`src/sv/ide_pkg.sv`:
```
// ----------------------------------------------------------------------------
// ide_pkg: shared types and constants
// Payload structs, register indexes, error codes and calendar helpers.
// ----------------------------------------------------------------------------
package ide_pkg;

    localparam int unsigned MaxFractionDigits = 9;

    typedef struct packed {
        logic [7:0] text_char;
        logic       is_last;
    } t_in_item;

    typedef struct packed {
        logic signed [63:0] epoch_value;
        logic [2:0]         error_code;
    } t_out_item;

    localparam logic [0:0] REG_OUTPUT_MODE     = 1'd0;
    localparam logic [0:0] REG_FRACTION_DIGITS = 1'd1;

    localparam logic [2:0] ERR_OK       = 3'd0;
    localparam logic [2:0] ERR_DATE     = 3'd1;
    localparam logic [2:0] ERR_RANGE    = 3'd2;
    localparam logic [2:0] ERR_MONTHEND = 3'd3;
    localparam logic [2:0] ERR_TIME     = 3'd4;
    localparam logic [2:0] ERR_ZONE     = 3'd5;
    localparam logic [2:0] ERR_UINT32   = 3'd6;

    // command from controller to datapath
    typedef struct packed {
        logic clear;
        logic load;
        logic step;
    } t_ide_cmd;

    // status from datapath to controller
    typedef struct packed {
        logic done;
    } t_ide_sts;

    // month length, non-leap
    function automatic logic [4:0] month_len(input logic [3:0] m);
        case (m)
            4'd2:                      month_len = 5'd28;
            4'd4, 4'd6, 4'd9, 4'd11:   month_len = 5'd30;
            default:                   month_len = 5'd31;
        endcase
    endfunction

    // days before month m, non-leap
    function automatic logic [8:0] days_before(input logic [3:0] m);
        case (m)
            4'd2:    days_before = 9'd31;
            4'd3:    days_before = 9'd59;
            4'd4:    days_before = 9'd90;
            4'd5:    days_before = 9'd120;
            4'd6:    days_before = 9'd151;
            4'd7:    days_before = 9'd181;
            4'd8:    days_before = 9'd212;
            4'd9:    days_before = 9'd243;
            4'd10:   days_before = 9'd273;
            4'd11:   days_before = 9'd304;
            4'd12:   days_before = 9'd334;
            default: days_before = 9'd0;
        endcase
    endfunction

    // powers of ten up to the max precision
    function automatic logic [29:0] pow10(input logic [3:0] n);
        case (n)
            4'd0:    pow10 = 30'd1;
            4'd1:    pow10 = 30'd10;
            4'd2:    pow10 = 30'd100;
            4'd3:    pow10 = 30'd1000;
            4'd4:    pow10 = 30'd10000;
            4'd5:    pow10 = 30'd100000;
            4'd6:    pow10 = 30'd1000000;
            4'd7:    pow10 = 30'd10000000;
            4'd8:    pow10 = 30'd100000000;
            default: pow10 = 30'd1000000000;
        endcase
    endfunction

endpackage

```
`src/sv/ide_ctrl.sv`:
```
// ----------------------------------------------------------------------------
// ide_ctrl: handshake controller
// Accepts characters, waits for the arithmetic, holds the result until taken.
// ----------------------------------------------------------------------------
module ide_ctrl (
    input  logic               i_clk,
    input  logic               i_rst_n,
    input  logic               i_valid,
    input  ide_pkg::t_in_item  i_item,
    output logic               o_stall,
    output logic               o_valid,
    input  logic               i_stall,
    input  ide_pkg::t_ide_sts  i_sts,
    output ide_pkg::t_ide_cmd  o_cmd
);
    import ide_pkg::*;

    typedef enum logic [1:0] { S_SCAN, S_CALC, S_HOLD } t_state;
    t_state r_state;
    logic   r_valid;
    logic   acc;

    assign o_stall = (r_state != S_SCAN);
    assign acc     = i_valid && !o_stall;
    assign o_cmd.step  = acc;
    assign o_cmd.load  = acc && i_item.is_last;
    assign o_cmd.clear = o_cmd.load;
    assign o_valid = r_valid;

    // state and output valid
    always_ff @(posedge i_clk) begin
        if (!i_rst_n) begin
            r_state <= S_SCAN;
            r_valid <= 1'b0;
        end else begin
            case (r_state)
                S_SCAN: if (o_cmd.load) r_state <= S_CALC;
                S_CALC: if (i_sts.done) begin
                    r_state <= S_HOLD;
                    r_valid <= 1'b1;
                end
                S_HOLD: if (!i_stall) begin
                    r_state <= S_SCAN;
                    r_valid <= 1'b0;
                end
                default: r_state <= S_SCAN;
            endcase
        end
    end

    a_valid_hold: assert property (@(posedge i_clk) disable iff (!i_rst_n)
        r_valid |-> r_state == S_HOLD) else $error("valid outside hold");
    a_no_accept: assert property (@(posedge i_clk) disable iff (!i_rst_n)
        r_state != S_SCAN |-> !o_cmd.step) else $error("accept while busy");
    a_done_calc: assert property (@(posedge i_clk) disable iff (!i_rst_n)
        i_sts.done |-> r_state == S_CALC) else $error("done outside calc");

endmodule

```
`config.mk`:
```
export PLATFORM = sky130hd
export DESIGN_NAME = ide_ctrl
export DESIGN_NICKNAME = d
export VERILOG_FILES = /design/src/sv/ide_pkg.sv /design/src/sv/ide_ctrl.sv
export SDC_FILE = /design/constraint.sdc
export NUM_CORES = 1
export LEC_CHECK = 0
export ABC_AREA = 1
export CORE_AREA = 4 4 41 43
export DETAILED_ROUTE_END_ITERATION = 10
export DIE_AREA = 0 0 45 47
export DONT_BUFFER_PORTS = 1
export PLACE_DENSITY = 0.32
export RECOVER_POWER = 100
export SLEW_MARGIN = 20
export SYNTH_ARGS = -nofsm -noshare
export SYNTH_HDL_FRONTEND = slang
export SYNTH_SLANG_ARGS = --single-unit
```
`constraint.sdc`:
```
create_clock -name i_clk -period 0.8 [get_ports i_clk]
set_input_delay 0 -clock i_clk [delete_from_list [all_inputs] [get_ports i_clk]]
set_output_delay 0 -clock i_clk [all_outputs]
set_load 0.01 [all_outputs]
```
* Yosys cells after proc, flatten, opt, wreduce, memory -nomap -nowiden
Cells that the tools add are included.
W data, S select, Z words.
** Word-level totals
- Register bits after elaboration :: 3
- Logic and storage cells :: 22
- Output and inout bits :: 5
- Bits of input ports :: 14
** Cells by class
- Mux-type cells :: 7
- Eq/ne operators :: 5
- Reduce and logical (&&, ||, !) cells :: 8
** Operators with widths (number)
- $mux W2 :: 3
- $ne A2 B2 Y1 const B :: 3
- $pmux W2 S3 :: 1
- $reduce_and A3 Y1 :: 2
- $reduce_bool A2 Y1 :: 2
- $eq A2 B1 Y1 const B :: 1
- $eq A2 B2 Y1 const B :: 1
- $logic_and A1 B1 Y1 :: 2
- $logic_not A2 Y1 :: 1
- $mux W1 :: 2
- $pmux W1 S2 :: 1
- $logic_not A1 Y1 :: 1

* Logic depth before layout (Yosys ltp)
Gate-level depths: netlist (run 1).
- Depth in word-level cells :: 6
- Mapped depth :: 4
- Gate-level depth less buffers :: 4

* Least setup slack after synthesis (run 1)
OpenSTA, ideal clock, no wires.
- Path kind :: register to output
- Start point :: register r_state[1]
- End point :: output o_cmd[2] (netlist name)
- Slack :: 0.084 ns
- Stages on the path, launching flop included :: 5
- Arrival time :: 0.716 ns
- Required time :: 0.800 ns
- Path through :: dfxtp_1 inv_2 nand4_1 inv_1 buf_4
** RTL lines
- start, declared :: RTL line ide_ctrl.sv:19 : t_state r_state;
- start signal, assigned :: RTL line ide_ctrl.sv:33 : r_state <= S_SCAN;
- start signal, assigned :: RTL line ide_ctrl.sv:37 : S_SCAN: if (o_cmd.load) r_state <= S_CALC;
- start signal, assigned :: RTL line ide_ctrl.sv:39 : r_state <= S_HOLD;
- end, declared :: RTL line ide_ctrl.sv:14 : output ide_pkg::t_ide_cmd o_cmd

==> flow_results.xml, run 1 <==
<?xml version="1.0" encoding="UTF-8"?>
<metrics>
  <group name="setup_path">
    <metric name="worst_ep_arrival_time" unit="ps">850</metric>
    <metric name="endpoint_kind" unit="">output port</metric>
    <metric name="cp.required" unit="ps">800</metric>
    <metric name="critPathBufInv" unit="">2</metric>
    <metric name="crit_top_cell" unit="">sky130_fd_sc_hd__inv_2</metric>
    <metric name="crit_slowest_cell" unit="">sky130_fd_sc_hd__dfxtp_2</metric>
    <metric name="setup.reg_to_reg.worst_slack" unit="ps">-30</metric>
    <metric name="worst-path-max-fanout" unit="">3</metric>
    <metric name="critical_path.startpoint_type" unit="">flop</metric>
    <metric name="worst_path_dominant_cell_family" unit="">flip-flops</metric>
    <metric name="crit_path_max_incr_delay" unit="ps">320</metric>
    <metric name="path_class" unit="">reg -&gt; out</metric>
    <metric name="critical_path.cell_chain" unit="">inv_2 &gt; nand4_1 &gt; inv_2</metric>
  </group>
  <group name="cells_and_area">
    <metric name="antennaDiodeCount" unit="">0</metric>
    <metric name="finalInstanceArea" unit="um2">278</metric>
    <metric name="final.fill_count" unit="">152</metric>
    <metric name="area_used_by_sequential_logic_in_the_layout" unit="um2">62.6</metric>
    <metric name="nNetsFinal" unit="">48</metric>
    <metric name="layout-drive-gt1-share" unit="%">57.6</metric>
    <metric name="syn_to_final_growth" unit="%">82.0</metric>
    <metric name="multi_input_area" unit="um2">76.3</metric>
  </group>
  <group name="pwr">
    <metric name="internal-power" unit="mW">0.384</metric>
    <metric name="irDropWorstVdd" unit="uV">438</metric>
    <metric name="power.share.sequential" unit="%">32.3</metric>
    <metric name="p_sw" unit="mW">0.122</metric>
    <metric name="clock_power_share" unit="%">51.9</metric>
    <metric name="power.density_cell_area" unit="nW/um2">1820</metric>
    <metric name="p_comb_share" unit="%">15.8</metric>
    <metric name="power.share.switching" unit="%">24.1</metric>
    <metric name="power.static_leakage" unit="nW">0.121</metric>
  </group>
  <group name="floorplan">
    <metric name="floorplan.rows" unit="">13</metric>
    <metric name="floorplan.die_area" unit="um2">2120</metric>
    <metric name="die_h" unit="um">47</metric>
    <metric name="core_area" unit="um2">1300</metric>
    <metric name="die_width" unit="um">45</metric>
    <metric name="floorplan.initialDensity" unit="%">11.7</metric>
    <metric name="num_io_pins" unit="">19</metric>
  </group>
  <group name="global_routing">
    <metric name="first_pass_grt_wire_length" unit="um">745</metric>
    <metric name="grt.overflow.total" unit="">0</metric>
    <metric name="track_usage" unit="%">5.44</metric>
    <metric name="gr_busiest_metal" unit="">met4</metric>
    <metric name="grtUsageMet3" unit="%">1.53</metric>
    <metric name="globalRouteMet2Util" unit="%">7.91</metric>
    <metric name="groute.layer.met1.usage" unit="%">4.98</metric>
    <metric name="largest_net_degree_at_the_start_of_global_routing" unit="">4</metric>
    <metric name="first_global_vias" unit="">197</metric>
    <metric name="number_of_antenna_violations_at_the_first_check_in_global_routing" unit="">0</metric>
  </group>
  <group name="placement">
    <metric name="finalWeightedCongestion" unit="">0.606</metric>
    <metric name="detailedPlace.worstSlack" unit="ps">52.4</metric>
    <metric name="detailedPlacementHpwl" unit="um">301</metric>
    <metric name="buffer_ports.inserted" unit="">0</metric>
    <metric name="dpl-instance-area" unit="um2">171</metric>
  </group>
  <group name="detailed_routing">
    <metric name="total_drc_errors_in_the_routed_layout" unit="">0</metric>
    <metric name="dr.pass1.iters" unit="">2</metric>
    <metric name="route.antenna.remaining_nets" unit="">0</metric>
    <metric name="drt_iter0_drc" unit="">1</metric>
    <metric name="via_count" unit="">172</metric>
    <metric name="route.detailed.wl_per_inst" unit="um">8.88</metric>
    <metric name="via_per_inst" unit="">3.58</metric>
    <metric name="drt_wl_total" unit="um">426</metric>
  </group>
  <group name="logic_synthesis">
    <metric name="yosys.cell_types.count" unit="">10</metric>
    <metric name="synth_area" unit="um2">153</metric>
    <metric name="mappedNetlistNets" unit="">36</metric>
    <metric name="postSynthAreaPerCell" unit="um2">6.94</metric>
    <metric name="yosys_register_bits" unit="">3</metric>
    <metric name="synthesis.instances" unit="">22</metric>
    <metric name="yosysWarningCount" unit="">0</metric>
    <metric name="fraction_of_the_yosys_area_taken_by_sequential_cells" unit="%">39.3</metric>
  </group>
  <group name="hold_path">
    <metric name="holdCritPathClass" unit="">in -&gt; reg</metric>
  </group>
  <group name="clock_network">
    <metric name="clkSinkCount" unit="">3</metric>
    <metric name="cts_made_buffers" unit="">3</metric>
    <metric name="clock-root-buffer" unit="">sky130_fd_sc_hd__clkbuf_4</metric>
    <metric name="cts.path.max_buffers" unit="">2</metric>
    <metric name="max_h_tree_level" unit="">1</metric>
    <metric name="worst_skew_pair.late_latency" unit="ps">230</metric>
    <metric name="clk_transition_reported_paths" unit="ps">40</metric>
    <metric name="cts_tree" unit="">built</metric>
  </group>
  <group name="sta">
    <metric name="fin_crit_sh" unit="%">107</metric>
    <metric name="report.final.setup_viol" unit="">6</metric>
    <metric name="timing.setup.tns" unit="ps">-197</metric>
    <metric name="timing.max_slew.rel_slack" unit="%">90.2</metric>
    <metric name="clock_skew" unit="ps">0.896</metric>
    <metric name="final_hold_viol_count" unit="">0</metric>
    <metric name="timing.fmax" unit="MHz">1170</metric>
    <metric name="final_critical_path_setup_slack" unit="ps">-53.4</metric>
    <metric name="min_period" unit="ps">853</metric>
    <metric name="setup_repair_after_global_routing_missed_its_margin" unit="">yes</metric>
    <metric name="max_slew.worst_pin.slew" unit="ps">147</metric>
    <metric name="report.final.slew_viol_count" unit="">0</metric>
  </group>
  <group name="job">
    <metric name="cap_violations" unit="">0</metric>
  </group>
  <group name="outcome">
    <metric name="outcome" unit="">complete, but fails checks</metric>
    <metric name="failed_checks" unit="">setup timing</metric>
  </group>
</metrics>
-- power groups by stage --
stage / registers [mW] / logic (mW) / clock network (mW)
after global placement: 0.164 / 0.0471 / 0
after floorplan: 0.165 / 0.0417 / 0
after global routing: 0.164 / 0.0891 / 0.292
after detailed placement: 0.164 / 0.0473 / 0
final: 0.163 / 0.0800 / 0.262
after CTS: 0.163 / 0.0771 / 0.283
-- timing repair --
action / 4_1_cts / 5_1_grt
gates resized for setup: 5 / 4
pin swaps: 1 / 3
endpoints found under the hold margin: 3 / 0
hold buffers: 3 / 0
endpoints found under the setup margin: 4 / 7
buffers inserted: 4 / 0
-- layout make-up --
| type | count | share of cell area (%) |
|---|---|---|
| Sequential cell | 3 | 22.5 |
| Tap cell | 15 | 6.76 |
| Multi-Input combinational cell | 11 | 27.5 |
| Clock buffer | 4 | 9.46 |
| Inverter | 6 | 8.11 |
| Timing Repair Buffer | 9 | 25.7 |
-- synthesized netlist by cell type --
cell                       instances  share of area, %
sky130_fd_sc_hd__a21oi_1           3               9.8
sky130_fd_sc_hd__nand3b_1          1               4.9
sky130_fd_sc_hd__buf_4             2               9.8
sky130_fd_sc_hd__nor2_1            1               2.5
sky130_fd_sc_hd__inv_1             4               9.8
sky130_fd_sc_hd__inv_2             2               4.9
sky130_fd_sc_hd__nand4_1           1               4.1
sky130_fd_sc_hd__nand2_1           2               4.9
sky130_fd_sc_hd__dfxtp_1           3                39
sky130_fd_sc_hd__nand3_1           3               9.8
-- metrics by stage --
stage	util (%)	hold WS (ps)	power, mW	cells
6_report	21.3	48.2	0.506	48
5_1_grt	21.3	56.3	0.545	48
4_1_cts	20.5	19.1	0.523	48
3_5_place_dp	13.2	98.3	0.212	37
3_3_place_gp	13.2	95.0	0.211	37
2_1_floorplan	-	151	0.206	22
-- cell families after synthesis --
| group | count (synthesis) | synth area share [%] |
|---|---|---|
| simple gates | 8 | 26.2 |
| buf+inv | 8 | 24.6 |
| flops | 3 | 39.3 |
| compound gates | 3 | 9.83 |
-- worst min-delay path, delay by kind of cell --
kind | cells | cell delay, ps
AOI/OAI and AO/OA | 1 | 40
buffers and inverters | 1 | 50
and+or+nand+nor | 2 | 140
-- sequential cells by signal, indices dropped and copies added, names as in the netlist --
name / cells
o_valid: 1
r_state: 2
-- metal layers --
layer  vias up  wire length [um]
li1         89                 -
met1        73               196
met2        10               185
met3         0                44
met4         0                 0
met5         -                 0
-- layout by cell type, fill, tap and decap left out --
master | synthesis | layout
sky130_fd_sc_hd__inv_2 | 2 | 3
sky130_fd_sc_hd__nand2_1 | 2 | 1
sky130_fd_sc_hd__nand2_2 | 0 | 1
sky130_fd_sc_hd__inv_1 | 4 | 3
sky130_fd_sc_hd__a21oi_2 | 0 | 3
sky130_fd_sc_hd__nand4_1 | 1 | 1
sky130_fd_sc_hd__clkbuf_4 | 0 | 3
sky130_fd_sc_hd__nand3_2 | 0 | 1
sky130_fd_sc_hd__nor2_2 | 0 | 1
sky130_fd_sc_hd__dfxtp_2 | 0 | 2
sky130_fd_sc_hd__dfxtp_1 | 3 | 1
sky130_fd_sc_hd__nand3_1 | 3 | 2
sky130_fd_sc_hd__dlygate4sd3_1 | 0 | 3
sky130_fd_sc_hd__clkbuf_1 | 0 | 2
sky130_fd_sc_hd__buf_4 | 2 | 5
sky130_fd_sc_hd__nand3b_1 | 1 | 1
-- worst paths after layout --
| kind | start | end | depth (start not counted) |
|---|---|---|---|
| max | r_state[0] | o_cmd[1] | 3 |
| min | i_stall | o_valid | 4 |
| max reg2reg | r_state[0] | r_state[0] | 4 |
| min reg2reg | o_valid | o_valid | 2 |
No activity file was read; power rests on OpenSTA's default activity.
==> inputs of run 2 (changes only) <==
GPL_TIMING_DRIVEN = 0   (was default)
SKIP_CTS_REPAIR_TIMING = 1   (was default)
==> flow_results.xml, run 2 (synthesized netlist as in run 1, its figures left out) <==
<?xml version="1.0" encoding="UTF-8"?>
<metrics>
  <group name="outcome">
    <metric name="outcome" unit="">complete, but fails checks</metric>
    <metric name="failed_checks" unit="">setup timing</metric>
  </group>
  <group name="sta">
    <metric name="final_hold_viol_count" unit="">0</metric>
    <metric name="fin_crit_sh" unit="%">121</metric>
    <metric name="timing.setup.tns" unit="ps">-428</metric>
    <metric name="timing.max_slew.rel_slack" unit="%">89.7</metric>
    <metric name="timing.fmax" unit="MHz">1030</metric>
    <metric name="min_period" unit="ps">969</metric>
    <metric name="max_slew.worst_pin.slew" unit="ps">155</metric>
    <metric name="setup_repair_after_global_routing_missed_its_margin" unit="">yes</metric>
    <metric name="clock_skew" unit="ps">2.11</metric>
    <metric name="report.final.slew_viol_count" unit="">0</metric>
    <metric name="report.final.setup_viol" unit="">5</metric>
    <metric name="final_critical_path_setup_slack" unit="ps">-169</metric>
  </group>
  <group name="detailed_routing">
    <metric name="dr.pass1.iters" unit="">1</metric>
    <metric name="drt_iter0_drc" unit="">0</metric>
    <metric name="route.detailed.wl_per_inst" unit="um">9.83</metric>
    <metric name="via_per_inst" unit="">3.77</metric>
    <metric name="drt_wl_total" unit="um">462</metric>
    <metric name="route.antenna.remaining_nets" unit="">0</metric>
    <metric name="total_drc_errors_in_the_routed_layout" unit="">0</metric>
    <metric name="via_count" unit="">177</metric>
  </group>
  <group name="pwr">
    <metric name="power.density_cell_area" unit="nW/um2">1860</metric>
    <metric name="clock_power_share" unit="%">51.8</metric>
    <metric name="p_comb_share" unit="%">16.1</metric>
    <metric name="irDropWorstVdd" unit="uV">500</metric>
    <metric name="internal-power" unit="mW">0.387</metric>
    <metric name="power.static_leakage" unit="nW">0.119</metric>
    <metric name="p_sw" unit="mW">0.125</metric>
    <metric name="power.share.switching" unit="%">24.4</metric>
    <metric name="report.power.total" unit="mW">0.512</metric>
    <metric name="power.share.sequential" unit="%">32.2</metric>
  </group>
  <group name="setup_path">
    <metric name="path_class" unit="">reg -&gt; out</metric>
    <metric name="cp.required" unit="ps">800</metric>
    <metric name="critical_path.startpoint_type" unit="">flop</metric>
    <metric name="setup.reg_to_reg.worst_slack" unit="ps">-50</metric>
    <metric name="timing.rr.start" unit="">r_state[1]</metric>
    <metric name="critical_path.reg2reg.endpoint" unit="">r_state[0]</metric>
    <metric name="worst_ep_arrival_time" unit="ps">970</metric>
    <metric name="worst-path-max-fanout" unit="">3</metric>
    <metric name="endpoint_kind" unit="">output port</metric>
    <metric name="reg2regPathDepth" unit="">4</metric>
  </group>
  <group name="clock_network">
    <metric name="cts.path.max_buffers" unit="">2</metric>
    <metric name="max_h_tree_level" unit="">1</metric>
    <metric name="cts_made_buffers" unit="">3</metric>
    <metric name="clock-root-buffer" unit="">sky130_fd_sc_hd__clkbuf_4</metric>
    <metric name="cts_tree" unit="">built</metric>
    <metric name="worst_skew_pair.late_latency" unit="ps">230</metric>
    <metric name="clk_transition_reported_paths" unit="ps">40</metric>
    <metric name="clkSinkCount" unit="">3</metric>
  </group>
  <group name="floorplan">
    <metric name="floorplan.initialDensity" unit="%">11.7</metric>
    <metric name="die_width" unit="um">45</metric>
    <metric name="floorplan.die_area" unit="um2">2120</metric>
    <metric name="die_h" unit="um">47</metric>
    <metric name="core_area" unit="um2">1300</metric>
    <metric name="floorplan.rows" unit="">13</metric>
    <metric name="num_io_pins" unit="">19</metric>
  </group>
  <group name="cells_and_area">
    <metric name="max_ffs_per_register" unit="">2</metric>
    <metric name="max_flop_register" unit="">r_state</metric>
    <metric name="finalInstanceArea" unit="um2">275</metric>
    <metric name="antennaDiodeCount" unit="">0</metric>
    <metric name="syn_to_final_growth" unit="%">80.3</metric>
    <metric name="layout.cells.most_common" unit="">sky130_fd_sc_hd__buf_4</metric>
    <metric name="nNetsFinal" unit="">47</metric>
    <metric name="layout-drive-gt1-share" unit="%">56.3</metric>
    <metric name="finalNonFillerCells" unit="">47</metric>
  </group>
  <group name="placement">
    <metric name="finalWeightedCongestion" unit="">0.647</metric>
    <metric name="dpl-instance-area" unit="um2">171</metric>
    <metric name="buffer_ports.inserted" unit="">0</metric>
    <metric name="detailedPlace.worstSlack" unit="ps">-10.2</metric>
    <metric name="placed_cells_incl_taps" unit="">37</metric>
  </group>
  <group name="global_routing">
    <metric name="first_global_vias" unit="">156</metric>
    <metric name="number_of_antenna_violations_at_the_first_check_in_global_routing" unit="">0</metric>
    <metric name="grt.overflow.total" unit="">0</metric>
    <metric name="first_pass_grt_wire_length" unit="um">579</metric>
    <metric name="largest_net_degree_at_the_start_of_global_routing" unit="">5</metric>
    <metric name="track_usage" unit="%">4.42</metric>
  </group>
  <group name="hold_path">
    <metric name="holdCritPathClass" unit="">in -&gt; reg</metric>
    <metric name="destination_of_the_worst_hold_path" unit="">o_valid</metric>
    <metric name="worstHoldPathCells" unit="">4</metric>
    <metric name="timing.hold.worst.start" unit="">i_stall</metric>
  </group>
  <group name="job">
    <metric name="cap_violations" unit="">0</metric>
  </group>
</metrics>
## run 2: layout make-up
class	instances	area (um2)
multi-input combinational	11	73.8
inverter	6	22.5
sequential	3	62.6
buffer	2	18.8
fill	162	1030
timing repair buffer	6	52.6
tap	15	18.8
clock buffer	4	26.3
## run 2: worst max-delay path by stage
stage	from	endpoint	slack, ps	cells past startpoint
finish	r_state[1]	o_cmd[2]	-170	4
global route	r_state[1]	o_cmd[2]	-240	4
CTS	r_state[1]	o_cmd[2]	-270	4
detailed placement	r_state[1]	o_cmd[2]	-10	4
global placement	r_state[1]	o_cmd[2]	3	4
floorplan	r_state[1]	o_cmd[2]	80	4
## run 2: power by group through the flow
stage	combinational, mW	clock (mW)	sequential [mW]
2_1_floorplan	0.0417	0	0.165
6_report	0.0822	0.265	0.165
3_5_place_dp	0.0481	0	0.166
3_3_place_gp	0.0476	0	0.166
4_1_cts	0.0483	0.285	0.163
5_1_grt	0.0912	0.283	0.166
## run 2: layer usage
| metal | wire, um | share of wire (%) | track usage (%) |
|---|---|---|---|
| met2 | 212 | 46 | 5.08 |
| met5 | 0 | 0 | 0 |
| met3 | 72 | 16 | 2.30 |
| met4 | 0 | 0 | 7.02 |
| met1 | 178 | 39 | 4.55 |
## run 2: through the flow
stage               hold slack (ps)  utilization (%)
floorplan                       151                -
global placement                173             13.2
detailed placement              171             13.2
CTS                           -76.8             15.2
global route                   88.7             21.2
finish                         55.0             21.2
## run 2: critical path, cell delays in order, from the launching register on
cell and delay [ps]:
sky130_fd_sc_hd__dfxtp_2 320, sky130_fd_sc_hd__inv_2 70, sky130_fd_sc_hd__nand4_1 130, sky130_fd_sc_hd__inv_2 120, sky130_fd_sc_hd__buf_6 110
